**config.mk**
```make
export PLATFORM = sky130hd
export DESIGN_NAME = date_text_to_epoch_days_core
export DESIGN_NICKNAME = d
export VERILOG_FILES = /design/src/design/dted_pkg.sv /design/src/design/dted_front.sv /design/src/design/dted_fifo.sv /design/src/design/dted_back.sv /design/src/design/date_text_to_epoch_days_core.sv
export SDC_FILE = /design/constraint.sdc
export NUM_CORES = 1
export LEC_CHECK = 0
export CORE_UTILIZATION = 60
export CTS_CLUSTER_DIAMETER = 200
export DETAILED_ROUTE_END_ITERATION = 8
export DONT_BUFFER_PORTS = 1
export PLACE_DENSITY = 0.78
export SLEW_MARGIN = 20
export SYNTH_ARGS = -nofsm -noshare
export SYNTH_HDL_FRONTEND = slang
export SYNTH_HIERARCHICAL = 1
export SYNTH_SLANG_ARGS = --single-unit
```
**constraint.sdc**
```tcl
create_clock -name clk_i -period 10.5 [get_ports clk_i]
set_clock_uncertainty 0.2 [all_clocks]
set_input_delay 1.05 -clock clk_i [delete_from_list [all_inputs] [get_ports clk_i]]
set_output_delay 1.05 -clock clk_i [all_outputs]
set_load 0.01 [all_outputs]
```
**src/design/dted_pkg.sv**
```systemverilog
// Shared types, constants and calendar tables for the date text to epoch days core.
package dted_pkg;

  localparam int unsigned POS_LIMIT  = 31;
  localparam int unsigned FIFO_DEPTH = 2;

  localparam int unsigned YEAR_W = 14;
  localparam int unsigned MON_W  = 5;
  localparam int unsigned DAY_W  = 6;
  localparam int unsigned DAYS_W = 23;

  localparam logic [7:0] CH_DASH  = 8'h2D;
  localparam logic [7:0] CH_SLASH = 8'h2F;

  // a negative year is held as NEG_BASE plus its magnitude
  localparam logic [YEAR_W-1:0] NEG_BASE = 14'd10000;

  // year offset that keeps every year positive and is a multiple of 400
  localparam logic [YEAR_W-1:0] YEAR_OFS     = 14'd2000;
  localparam logic [YEAR_W-1:0] NEG_YEAR_OFS = 14'd12000;

  // floor(x / 100) == (x * RECIP_100) >> 19 for x below 43699
  localparam logic [12:0] RECIP_100 = 13'd5243;
  localparam int unsigned RECIP_SH  = 19;

  localparam logic signed [24:0] DAYS_BIAS = -25'sd1449953;

  typedef enum logic [1:0] {
    ST_OK     = 2'd0,
    ST_LAYOUT = 2'd1,
    ST_NUMBER = 2'd2,
    ST_DATE   = 2'd3
  } status_e;

  // one parsed date string, handed from the front to the back
  typedef struct packed {
    status_e             status;
    logic [YEAR_W-1:0]   year_acc;
    logic [MON_W-1:0]    mon;
    logic [DAY_W-1:0]    day;
  } dted_rec_t;

  // day of year, counted from March 1, at the first of month m
  function automatic logic [8:0] month_base(input logic [3:0] m);
    logic [8:0] r;
    case (m)
      4'd1:    r = 9'd306;
      4'd2:    r = 9'd337;
      4'd3:    r = 9'd0;
      4'd4:    r = 9'd31;
      4'd5:    r = 9'd61;
      4'd6:    r = 9'd92;
      4'd7:    r = 9'd122;
      4'd8:    r = 9'd153;
      4'd9:    r = 9'd184;
      4'd10:   r = 9'd214;
      4'd11:   r = 9'd245;
      4'd12:   r = 9'd275;
      default: r = 9'd0;
    endcase
    return r;
  endfunction

  function automatic logic [DAY_W-1:0] month_len(input logic [3:0] m, input logic leap);
    logic [DAY_W-1:0] r;
    case (m)
      4'd2:                       r = leap ? 6'd29 : 6'd28;
      4'd4, 4'd6, 4'd9, 4'd11:    r = 6'd30;
      default:                    r = 6'd31;
    endcase
    return r;
  endfunction

endpackage

```
**src/design/dted_front.sv**
```systemverilog
// Character parser: tracks both date layouts and emits one record per string.
module dted_front #(
  parameter int unsigned PosLimit = dted_pkg::POS_LIMIT
) (
  input  logic                clk_i,
  input  logic                rst_ni,
  input  logic [7:0]          ch_i,
  input  logic                last_i,
  input  logic                in_valid_i,
  output logic                in_ready_o,
  output logic                push_valid_o,
  output dted_pkg::dted_rec_t push_data_o,
  input  logic                push_ready_i
);
  import dted_pkg::*;

  localparam int unsigned PW = $clog2(PosLimit + 1);

  typedef struct packed {
    logic              err;
    logic [YEAR_W-1:0] acc;
  } ystep_t;

  function automatic logic is_digit(input logic [7:0] c);
    return (c >= 8'h30) && (c <= 8'h39);
  endfunction

  function automatic ystep_t year_push(input logic [YEAR_W-1:0] acc, input logic [1:0] pos,
                                       input logic [7:0] c);
    ystep_t r;
    r.err = 1'b0;
    r.acc = acc;
    if (pos == 2'd0) begin
      if (c == CH_DASH) begin
        r.acc = NEG_BASE;
      end else if (is_digit(c)) begin
        r.acc = YEAR_W'(c[3:0]);
      end else begin
        r.err = 1'b1;
        r.acc = '0;
      end
    end else if (!is_digit(c)) begin
      r.err = 1'b1;
    end else if (acc >= NEG_BASE) begin
      r.acc = NEG_BASE + YEAR_W'((acc - NEG_BASE) * YEAR_W'(10)) + YEAR_W'(c[3:0]);
    end else begin
      r.acc = YEAR_W'(acc * YEAR_W'(10)) + YEAR_W'(c[3:0]);
    end
    return r;
  endfunction

  logic [PW-1:0]     pos_q, pos_d;
  logic [1:0]        slash_q, slash_d;
  logic [2:0]        iso_flags_q, iso_flags_d;   // dash at 4, dash at 7, number error
  logic [YEAR_W-1:0] iso_year_q, iso_year_d;
  logic [3:0]        iso_mon_q, iso_mon_d;
  logic [DAY_W-1:0]  iso_day_q, iso_day_d;
  logic [MON_W-1:0]  us_mon_q, us_mon_d;
  logic [DAY_W-1:0]  us_day_q, us_day_d;
  logic [YEAR_W-1:0] us_year_q, us_year_d;
  logic [4:0]        flen_q, flen_d;
  logic [2:0]        err_q, err_d;               // month, day, year

  logic       dig_ok;
  logic [3:0] dig;
  logic [4:0] flen_inc;
  logic [7:0] iso_mon_x;
  logic [9:0] iso_day_x;
  logic [8:0] us_mon_x;
  logic [9:0] us_day_x;
  ystep_t     iso_ys, us_ys;
  logic       accept;

  assign dig_ok    = is_digit(ch_i);
  assign dig       = ch_i[3:0];
  assign flen_inc  = (flen_q == 5'd31) ? flen_q : flen_q + 5'd1;
  assign iso_mon_x = 8'(iso_mon_q) * 8'd10 + 8'(dig);
  assign iso_day_x = 10'(iso_day_q) * 10'd10 + 10'(dig);
  assign us_mon_x  = 9'(us_mon_q) * 9'd10 + 9'(dig);
  assign us_day_x  = 10'(us_day_q) * 10'd10 + 10'(dig);
  assign iso_ys    = year_push(iso_year_q, pos_q[1:0], ch_i);
  assign us_ys     = year_push(us_year_q, flen_q[1:0], ch_i);

  always_comb begin
    iso_flags_d = iso_flags_q;
    iso_year_d  = iso_year_q;
    iso_mon_d   = iso_mon_q;
    iso_day_d   = iso_day_q;
    slash_d     = slash_q;
    us_mon_d    = us_mon_q;
    us_day_d    = us_day_q;
    us_year_d   = us_year_q;
    flen_d      = flen_q;
    err_d       = err_q;
    pos_d       = (pos_q < PW'(PosLimit)) ? pos_q + PW'(1) : pos_q;

    // fixed YYYY-MM-DD layout
    if (pos_q < PW'(4)) begin
      iso_year_d = iso_ys.acc;
      if (iso_ys.err) iso_flags_d[2] = 1'b1;
    end else if (pos_q == PW'(4) || pos_q == PW'(7)) begin
      if (ch_i == CH_DASH) begin
        if (pos_q == PW'(4)) iso_flags_d[0] = 1'b1;
        else                 iso_flags_d[1] = 1'b1;
      end
    end else if (pos_q < PW'(10)) begin
      if (!dig_ok) begin
        iso_flags_d[2] = 1'b1;
      end else if (pos_q == PW'(5)) begin
        iso_mon_d = dig;
      end else if (pos_q == PW'(6)) begin
        iso_mon_d = (iso_mon_x > 8'd15) ? 4'd15 : iso_mon_x[3:0];
      end else if (pos_q == PW'(8)) begin
        iso_day_d = DAY_W'(dig);
      end else begin
        iso_day_d = (iso_day_x > 10'd63) ? 6'd63 : iso_day_x[5:0];
      end
    end

    // M/D/YYYY layout
    if (slash_q < 2'd2 && ch_i == CH_SLASH) begin
      if (flen_q == 5'd0) begin
        if (slash_q == 2'd0) err_d[0] = 1'b1;
        else                 err_d[1] = 1'b1;
      end
      slash_d = slash_q + 2'd1;
      flen_d  = '0;
    end else if (slash_q < 2'd2) begin
      if (!dig_ok) begin
        if (slash_q == 2'd0) err_d[0] = 1'b1;
        else                 err_d[1] = 1'b1;
      end else if (slash_q == 2'd0) begin
        us_mon_d = (us_mon_x > 9'd31) ? 5'd31 : us_mon_x[4:0];
      end else begin
        us_day_d = (us_day_x > 10'd63) ? 6'd63 : us_day_x[5:0];
      end
      flen_d = flen_inc;
    end else begin
      if (flen_q < 5'd4) begin
        us_year_d = us_ys.acc;
        if (us_ys.err) err_d[2] = 1'b1;
      end
      flen_d = flen_inc;
    end
  end

  // record built from the state as it stands after this character
  always_comb begin
    if (pos_q == PW'(9) && iso_flags_d[1:0] == 2'b11) begin
      push_data_o.status   = iso_flags_d[2] ? ST_NUMBER : ST_OK;
      push_data_o.year_acc = iso_year_d;
      push_data_o.mon      = MON_W'(iso_mon_d);
      push_data_o.day      = iso_day_d;
    end else begin
      if (slash_d < 2'd2)           push_data_o.status = ST_LAYOUT;
      else if (err_d[1:0] != 2'b00) push_data_o.status = ST_NUMBER;
      else if (flen_d != 5'd4)      push_data_o.status = ST_LAYOUT;
      else if (err_d[2])            push_data_o.status = ST_NUMBER;
      else                          push_data_o.status = ST_OK;
      push_data_o.year_acc = us_year_d;
      push_data_o.mon      = us_mon_d;
      push_data_o.day      = us_day_d;
    end
  end

  // only the last character of a string needs room in the queue
  assign in_ready_o   = !last_i || push_ready_i;
  assign push_valid_o = in_valid_i && last_i;
  assign accept       = in_valid_i && in_ready_o;

  always_ff @(posedge clk_i or negedge rst_ni) begin
    if (!rst_ni) begin
      pos_q       <= '0;
      slash_q     <= '0;
      iso_flags_q <= '0;
      iso_year_q  <= '0;
      iso_mon_q   <= '0;
      iso_day_q   <= '0;
      us_mon_q    <= '0;
      us_day_q    <= '0;
      us_year_q   <= '0;
      flen_q      <= '0;
      err_q       <= '0;
    end else if (accept && last_i) begin
      pos_q       <= '0;
      slash_q     <= '0;
      iso_flags_q <= '0;
      iso_year_q  <= '0;
      iso_mon_q   <= '0;
      iso_day_q   <= '0;
      us_mon_q    <= '0;
      us_day_q    <= '0;
      us_year_q   <= '0;
      flen_q      <= '0;
      err_q       <= '0;
    end else if (accept) begin
      pos_q       <= pos_d;
      slash_q     <= slash_d;
      iso_flags_q <= iso_flags_d;
      iso_year_q  <= iso_year_d;
      iso_mon_q   <= iso_mon_d;
      iso_day_q   <= iso_day_d;
      us_mon_q    <= us_mon_d;
      us_day_q    <= us_day_d;
      us_year_q   <= us_year_d;
      flen_q      <= flen_d;
      err_q       <= err_d;
    end
  end

  a_pos_bound: assert property (@(posedge clk_i) disable iff (!rst_ni)
    pos_q <= PW'(PosLimit))
    else $error("char position past its limit");

  a_slash_bound: assert property (@(posedge clk_i) disable iff (!rst_ni)
    slash_q <= 2'd2)
    else $error("slash count past two");

  a_restart: assert property (@(posedge clk_i) disable iff (!rst_ni)
    accept && last_i |=> pos_q == '0 && slash_q == 2'd0 && flen_q == 5'd0)
    else $error("parser not restarted after last character");

endmodule

```
**src/design/dted_fifo.sv**
```systemverilog
// Short record queue between the parser and the day calculator.
module dted_fifo #(
  parameter int unsigned Depth = dted_pkg::FIFO_DEPTH
) (
  input  logic                clk_i,
  input  logic                rst_ni,
  input  logic                push_valid_i,
  input  dted_pkg::dted_rec_t push_data_i,
  output logic                push_ready_o,
  output logic                pop_valid_o,
  output dted_pkg::dted_rec_t pop_data_o,
  input  logic                pop_ready_i
);
  import dted_pkg::*;

  localparam int unsigned PtrW = (Depth > 1) ? $clog2(Depth) : 1;
  localparam int unsigned CntW = $clog2(Depth + 1);

  dted_rec_t       mem_q [Depth];
  logic [PtrW-1:0] wr_ptr_q, wr_ptr_d;
  logic [PtrW-1:0] rd_ptr_q, rd_ptr_d;
  logic [CntW-1:0] count_q, count_d;
  logic            push, pop;

  assign push_ready_o = (count_q != CntW'(Depth));
  assign pop_valid_o  = (count_q != '0);
  assign pop_data_o   = mem_q[rd_ptr_q];
  assign push         = push_valid_i && push_ready_o;
  assign pop          = pop_valid_o && pop_ready_i;

  always_comb begin
    wr_ptr_d = wr_ptr_q;
    rd_ptr_d = rd_ptr_q;
    count_d  = count_q;
    if (push) wr_ptr_d = (wr_ptr_q == PtrW'(Depth - 1)) ? '0 : wr_ptr_q + PtrW'(1);
    if (pop)  rd_ptr_d = (rd_ptr_q == PtrW'(Depth - 1)) ? '0 : rd_ptr_q + PtrW'(1);
    if (push && !pop)      count_d = count_q + CntW'(1);
    else if (pop && !push) count_d = count_q - CntW'(1);
  end

  always_ff @(posedge clk_i or negedge rst_ni) begin
    if (!rst_ni) begin
      wr_ptr_q <= '0;
      rd_ptr_q <= '0;
      count_q  <= '0;
    end else begin
      wr_ptr_q <= wr_ptr_d;
      rd_ptr_q <= rd_ptr_d;
      count_q  <= count_d;
    end
  end

  always_ff @(posedge clk_i) begin
    if (push) mem_q[wr_ptr_q] <= push_data_i;
  end

  a_count_bound: assert property (@(posedge clk_i) disable iff (!rst_ni)
    count_q <= CntW'(Depth))
    else $error("queue count past depth");

endmodule

```
**src/design/dted_back.sv**
```systemverilog
// Day calculator: four-stage pipeline from a parsed record to days and status.
module dted_back (
  input  logic                          clk_i,
  input  logic                          rst_ni,
  input  logic                          in_valid_i,
  input  dted_pkg::dted_rec_t           in_data_i,
  output logic                          in_ready_o,
  output logic signed [dted_pkg::DAYS_W-1:0] days_o,
  output logic [1:0]                    status_o,
  output logic                          out_valid_o,
  input  logic                          out_ready_i
);
  import dted_pkg::*;

  logic v1_q, v2_q, v3_q, v4_q;
  logic en1, en2, en3, en4;

  // stage 1: offset year, month range
  status_e           st1_q;
  logic [YEAR_W-1:0] yp1_q, yy1_q;
  logic [3:0]        mon1_q;
  logic [DAY_W-1:0]  day1_q;
  logic              mok1_q;
  logic              neg;
  logic [YEAR_W-1:0] yp1_d;

  // stage 2: divide by 100
  status_e           st2_q;
  logic [YEAR_W-1:0] yp2_q, yy2_q;
  logic [3:0]        mon2_q;
  logic [DAY_W-1:0]  day2_q;
  logic              mok2_q;
  logic [6:0]        qp2_q, qy2_q;
  logic [26:0]       prod_p, prod_y;

  // stage 3: leap year, calendar check, partial day sum
  status_e           st3_q, st3_d;
  logic [6:0]        qy3_q;
  logic [8:0]        doy3_q;
  logic [23:0]       yd3_q;
  logic [YEAR_W-1:0] rem100;
  logic              leap, cal_ok;

  // stage 4: output register
  status_e           st4_q;
  logic signed [DAYS_W-1:0] days4_q;
  logic signed [24:0]       sum4;

  assign en4        = !v4_q || out_ready_i;
  assign en3        = !v3_q || en4;
  assign en2        = !v2_q || en3;
  assign en1        = !v1_q || en2;
  assign in_ready_o = en1;

  assign neg   = in_data_i.year_acc >= NEG_BASE;
  assign yp1_d = neg ? NEG_YEAR_OFS - in_data_i.year_acc : YEAR_OFS + in_data_i.year_acc;

  assign prod_p = 27'(yp1_q) * 27'(RECIP_100);
  assign prod_y = 27'(yy1_q) * 27'(RECIP_100);

  assign rem100 = yp2_q - YEAR_W'(14'(qp2_q) * 14'd100);
  assign leap   = (yp2_q[1:0] == 2'b00) && ((rem100 != '0) || (qp2_q[1:0] == 2'b00));
  assign cal_ok = mok2_q && (day2_q <= month_len(mon2_q, leap));
  assign st3_d  = (st2_q == ST_OK && !cal_ok) ? ST_DATE : st2_q;

  assign sum4 = $signed({1'b0, yd3_q}) - $signed({18'b0, qy3_q})
              + $signed({20'b0, qy3_q[6:2]}) + $signed({16'b0, doy3_q}) + DAYS_BIAS;

  always_ff @(posedge clk_i or negedge rst_ni) begin
    if (!rst_ni) begin
      v1_q <= 1'b0;
      v2_q <= 1'b0;
      v3_q <= 1'b0;
      v4_q <= 1'b0;
    end else begin
      if (en1) v1_q <= in_valid_i;
      if (en2) v2_q <= v1_q;
      if (en3) v3_q <= v2_q;
      if (en4) v4_q <= v3_q;
    end
  end

  always_ff @(posedge clk_i) begin
    if (en1) begin
      st1_q  <= in_data_i.status;
      yp1_q  <= yp1_d;
      // January and February count with the previous year
      yy1_q  <= (in_data_i.mon <= MON_W'(2)) ? yp1_d - YEAR_W'(1) : yp1_d;
      mon1_q <= in_data_i.mon[3:0];
      day1_q <= in_data_i.day;
      mok1_q <= (in_data_i.mon >= MON_W'(1)) && (in_data_i.mon <= MON_W'(12))
                && (in_data_i.day != '0);
    end
    if (en2) begin
      st2_q  <= st1_q;
      yp2_q  <= yp1_q;
      yy2_q  <= yy1_q;
      mon2_q <= mon1_q;
      day2_q <= day1_q;
      mok2_q <= mok1_q;
      qp2_q  <= prod_p[RECIP_SH+6:RECIP_SH];
      qy2_q  <= prod_y[RECIP_SH+6:RECIP_SH];
    end
    if (en3) begin
      st3_q  <= st3_d;
      qy3_q  <= qy2_q;
      doy3_q <= month_base(mon2_q) + 9'(day2_q) - 9'd1;
      yd3_q  <= 24'(yy2_q) * 24'd365 + 24'(yy2_q[YEAR_W-1:2]);
    end
    if (en4) begin
      st4_q   <= st3_q;
      days4_q <= (st3_q == ST_OK) ? sum4[DAYS_W-1:0] : '0;
    end
  end

  assign out_valid_o = v4_q;
  assign status_o    = st4_q;
  assign days_o      = days4_q;

  a_days_zero: assert property (@(posedge clk_i) disable iff (!rst_ni)
    out_valid_o && status_o != ST_OK |-> days_o == '0)
    else $error("nonzero days with a failing status");

  a_no_drop: assert property (@(posedge clk_i) disable iff (!rst_ni)
    v3_q && !en4 |=> v3_q && v4_q)
    else $error("stage three lost a transaction during a stall");

endmodule

```
**src/design/date_text_to_epoch_days_core.sv**
```systemverilog
// Top level: date string characters in, days since 1970-01-01 and status out.
//
//   channel  direction  handshake                 payload
//   input    in         in_valid_i / in_ready_o   ch_i, last_i
//   output   out        out_valid_o / out_ready_i days_o, status_o
//
// One character per cycle while in_ready_o is high. When a string's last character is
// taken, its record is written into the queue; it then passes into the first calculator
// stage and three more stages to the output register; results flow one per cycle while out_ready_i is high.
// Reset clears parser state, queue and stage valids at once.
// A full queue stalls only a last character; other characters keep flowing.
module date_text_to_epoch_days_core #(
  parameter int unsigned PosLimit  = dted_pkg::POS_LIMIT,
  parameter int unsigned FifoDepth = dted_pkg::FIFO_DEPTH
) (
  input  logic                               clk_i,
  input  logic                               rst_ni,
  input  logic [7:0]                         ch_i,
  input  logic                               last_i,
  input  logic                               in_valid_i,
  output logic                               in_ready_o,
  output logic signed [dted_pkg::DAYS_W-1:0] days_o,
  output logic [1:0]                         status_o,
  output logic                               out_valid_o,
  input  logic                               out_ready_i
);
  import dted_pkg::*;

  logic      push_valid, push_ready;
  dted_rec_t push_data;
  logic      pop_valid, pop_ready;
  dted_rec_t pop_data;

  dted_front #(
    .PosLimit(PosLimit)
  ) u_front (
    .clk_i       (clk_i),
    .rst_ni      (rst_ni),
    .ch_i        (ch_i),
    .last_i      (last_i),
    .in_valid_i  (in_valid_i),
    .in_ready_o  (in_ready_o),
    .push_valid_o(push_valid),
    .push_data_o (push_data),
    .push_ready_i(push_ready)
  );

  dted_fifo #(
    .Depth(FifoDepth)
  ) u_fifo (
    .clk_i       (clk_i),
    .rst_ni      (rst_ni),
    .push_valid_i(push_valid),
    .push_data_i (push_data),
    .push_ready_o(push_ready),
    .pop_valid_o (pop_valid),
    .pop_data_o  (pop_data),
    .pop_ready_i (pop_ready)
  );

  dted_back u_back (
    .clk_i      (clk_i),
    .rst_ni     (rst_ni),
    .in_valid_i (pop_valid),
    .in_data_i  (pop_data),
    .in_ready_o (pop_ready),
    .days_o     (days_o),
    .status_o   (status_o),
    .out_valid_o(out_valid_o),
    .out_ready_i(out_ready_i)
  );

endmodule

```
==> results.cfg <==
[critical_path]
crit_path_end = u_back/yd3_q[22]
worstSetupStartpoint = u_back/yy2_q[1]
r2r-end = u_back/yd3_q[22]
crit_type = register to register
r2r_start = u_back/yy2_q[1]
r2r_slack_ns = 4.83
crit_fanout = 6
worst-endpoint-required_ns = 10.60
start_kind = register
cp-end-kind = register
worstPathArrival_ns = 5.77
rr_worst_depth = 16

[sta]
post-route-period-util_pct = 54.0
timing.setup.tns_ns = 0
timing.final.crit_period_ns = 5.67
worstMarginPinSlew_ns = 1.06
slew_viol_final = 0
setup_violations = 0
max_slew_margin_pct = 29.0
hold_viol = 0
fmax_mhz = 176
fin_ws_ns = 4.83
rsz0062_at_grt = no

[logic_synthesis]
synth_cell_types = 95
ys_ff_latch = 300
synthCells = 2878
ys.flop_type = edfxtp_1
synth_warnings = 6
synth_edf_count = 216
synth_nets = 3573
ys_async_sr_fraction_pct = 25.0
syn_area_um2 = 29400
syn_area_per_cell_um2 = 10.2
ys_seq_area_share_pct = 29.1

[layout]
finalNetCount = 3570
final_common_cell = ha_1
final_cell_mix = ha_1, inv_1, edfxtp_1
drive_gt1_share_pct = 4.89
ff_latch_area_um2 = 8540
design_area_um2 = 31200
fillCellCount = 3683
syn_to_final_growth_pct = 6.19
n_antenna_cell = 0
multi_input_area_um2 = 18900

[clocking]
cts_buffer_depth = 3
clk_latency_ns = 0.55
cts_tree = yes
post_cts_buffers = 0
cts_resized = 0
clkTransAtPathRegs_ns = 0.07
hold_buffers = 2
cts_sinks = 300
ctsHtreeMaxLevel = 2
cts_buffers = 34
ctsRootBufferMaster = clkbuf_16

[detailed_routing]
ant_nets = 0
detail_route.wl_per_cell_um = 17.8
avgViaCountPerCell = 5.94
wirelength_um = 62700
drc = 0
drtIter0Drc = 1362
routed-via-count = 20873
dr.pass1.iters = 6

[floorplanning]
die-area_um2 = 49900
dieHeight_um = 223
die_x_um = 223
rows = 80
io-pin-count = 40
initial_core_util_pct = 61.2
core_area_um2 = 48000

[grt]
overflow = 0
grt_max_degree = 73
grt_pass1_vias = 21778
gr-usage-all-layers_pct = 25.9
grt_pass1_wl_um = 105000
antenna_found_initial = 0

[worst_hold_path]
hp-class = input pin to asynchronous set/reset pin

[run_status]
status = finished clean

[place]
placed_cell_area_um2 = 30000
gp_congestion = 0.927
portBuffers = 0
pre_cts_slack_ns = 4.87
hpwl_um = 49300

[job]
max_cap_viol_count = 0
==> worst max-delay path, cell delays in order (launching register included) <==
cell and delay, ns:
edfxtp_1 0.43, ha_1 0.38, fa_1 0.55, inv_1 0.06
fa_1 0.53, inv_1 0.06, fa_1 0.55, fa_1 0.42
ha_1 0.39, a21o_1 0.22, a31o_2 0.22, a221oi_1 0.48
or3_1 0.20, a31oi_1 0.14, a211o_1 0.29, a21oi_1 0.19
xnor2_1 0.09
==> flip-flops by register name, summed over array words and instances, names as in the netlist, 4 cells and up, named ones only <==
name / flops
u_fifo/mem_q: 54
u_back/days_o: 23
u_back/yd3_q: 23
u_back/yp1_q: 14
u_back/yp2_q: 14
u_back/yy1_q: 14
u_back/yy2_q: 14
u_front/iso_year_q: 14
u_front/us_year_q: 14
u_back/doy3_q: 9
u_back/qp2_q: 7
u_back/qy2_q: 7
u_back/qy3_q: 7
u_back/day1_q: 6
u_back/day2_q: 6
u_front/iso_day_q: 6
u_front/us_day_q: 6
u_front/flen_q: 5
u_front/pos_q: 5
u_front/us_mon_q: 5
u_back/mon1_q: 4
u_back/mon2_q: 4
u_front/iso_mon_q: 4
==> cell families (layout without fill, tap and decap cells) <==
logic type,count (synthesis),after routing,share of synthesized area [%]
fa+ha+maj,682,682,34.3
simple gates,591,591,9.88
compound gates,546,546,12.1
buf+inv,520,543,6.85
flops,300,300,29.1
xor+xnor,192,192,5.82
mux,47,47,2.01
==> metrics by stage <==
stage	cells	hold slack [ns]	util, %
finish	3516	0.193	65.0
global route	3516	0.213	65.0
CTS	3516	0.199	65.0
detailed placement	3452	0.213	62.5
global placement	3452	0.210	62.5
floorplan	2878	0.200	-
==> worst min-delay path by stage <==
stage / start / to / slack, ns / cells after the start
detailed placement: u_back/day1_q[1] / u_back/day2_q[1] / 0.21 / 0
finish: rst_ni / u_front/iso_year_q[4] / 0.19 / 1
CTS: rst_ni / u_front/iso_year_q[0] / 0.20 / 1
global route: rst_ni / u_front/iso_year_q[6] / 0.21 / 1
floorplan: u_back/day1_q[0] / u_back/day2_q[0] / 0.20 / 0
global placement: u_back/day1_q[0] / u_back/day2_q[0] / 0.21 / 0
==> synthesized netlist by cell type, drive strengths merged, types with 7 or more instances <==
library cell / count / area [um2]
or4: 9 / 71.3
a21o: 31 / 233
nor2b: 27 / 176
nand2b: 30 / 188
or3: 13 / 86.3
nor3: 55 / 280
dfrtp: 75 / 1880
nor4: 15 / 100
a31oi: 15 / 93.8
mux2i: 17 / 170
a211oi: 17 / 138
o211ai: 16 / 120
nor2: 158 / 593
nand3: 35 / 180
ha: 477 / 5970
and3: 16 / 100
nand2: 157 / 589
a221oi: 8 / 76.3
o22ai: 24 / 150
nor3b: 23 / 178
o2111ai: 7 / 61.3
o21a: 29 / 218
xnor2: 126 / 1110
edfxtp: 216 / 6490
nand4: 16 / 100
buf: 14 / 115
a22o: 17 / 149
clkbuf: 40 / 150
o21bai: 11 / 82.6
o31a: 8 / 70.1
xor2: 65 / 577
fa: 205 / 4100
o21ai: 163 / 816
or2: 9 / 56.3
a21oi: 122 / 629
a32oi: 8 / 77.6
dfxtp: 9 / 180
o31ai: 12 / 104
inv: 466 / 1750
mux2: 29 / 398
and2: 13 / 81.3
==> cell type report <==
type	instances	share of cell area (%)
Multi-Input combinational cell	2058	60.4
Timing Repair Buffer	15	0.433
Sequential cell	300	27.4
Tap cell	615	2.47
Clock buffer	37	2.79
Clock inverter	25	0.938
Inverter	466	5.60
==> layer usage <==
metal,vias up,wire (um),track usage (%)
li1,9976,-,-
met5,-,0,0
met1,10161,26300,31.6
met2,592,31500,47.1
met3,144,2960,3.21
met4,0,1890,8.57
Power is left out: the tool's default activity adds up to more than one toggle a clock period on the data nets, which glitch-free logic cannot reach.
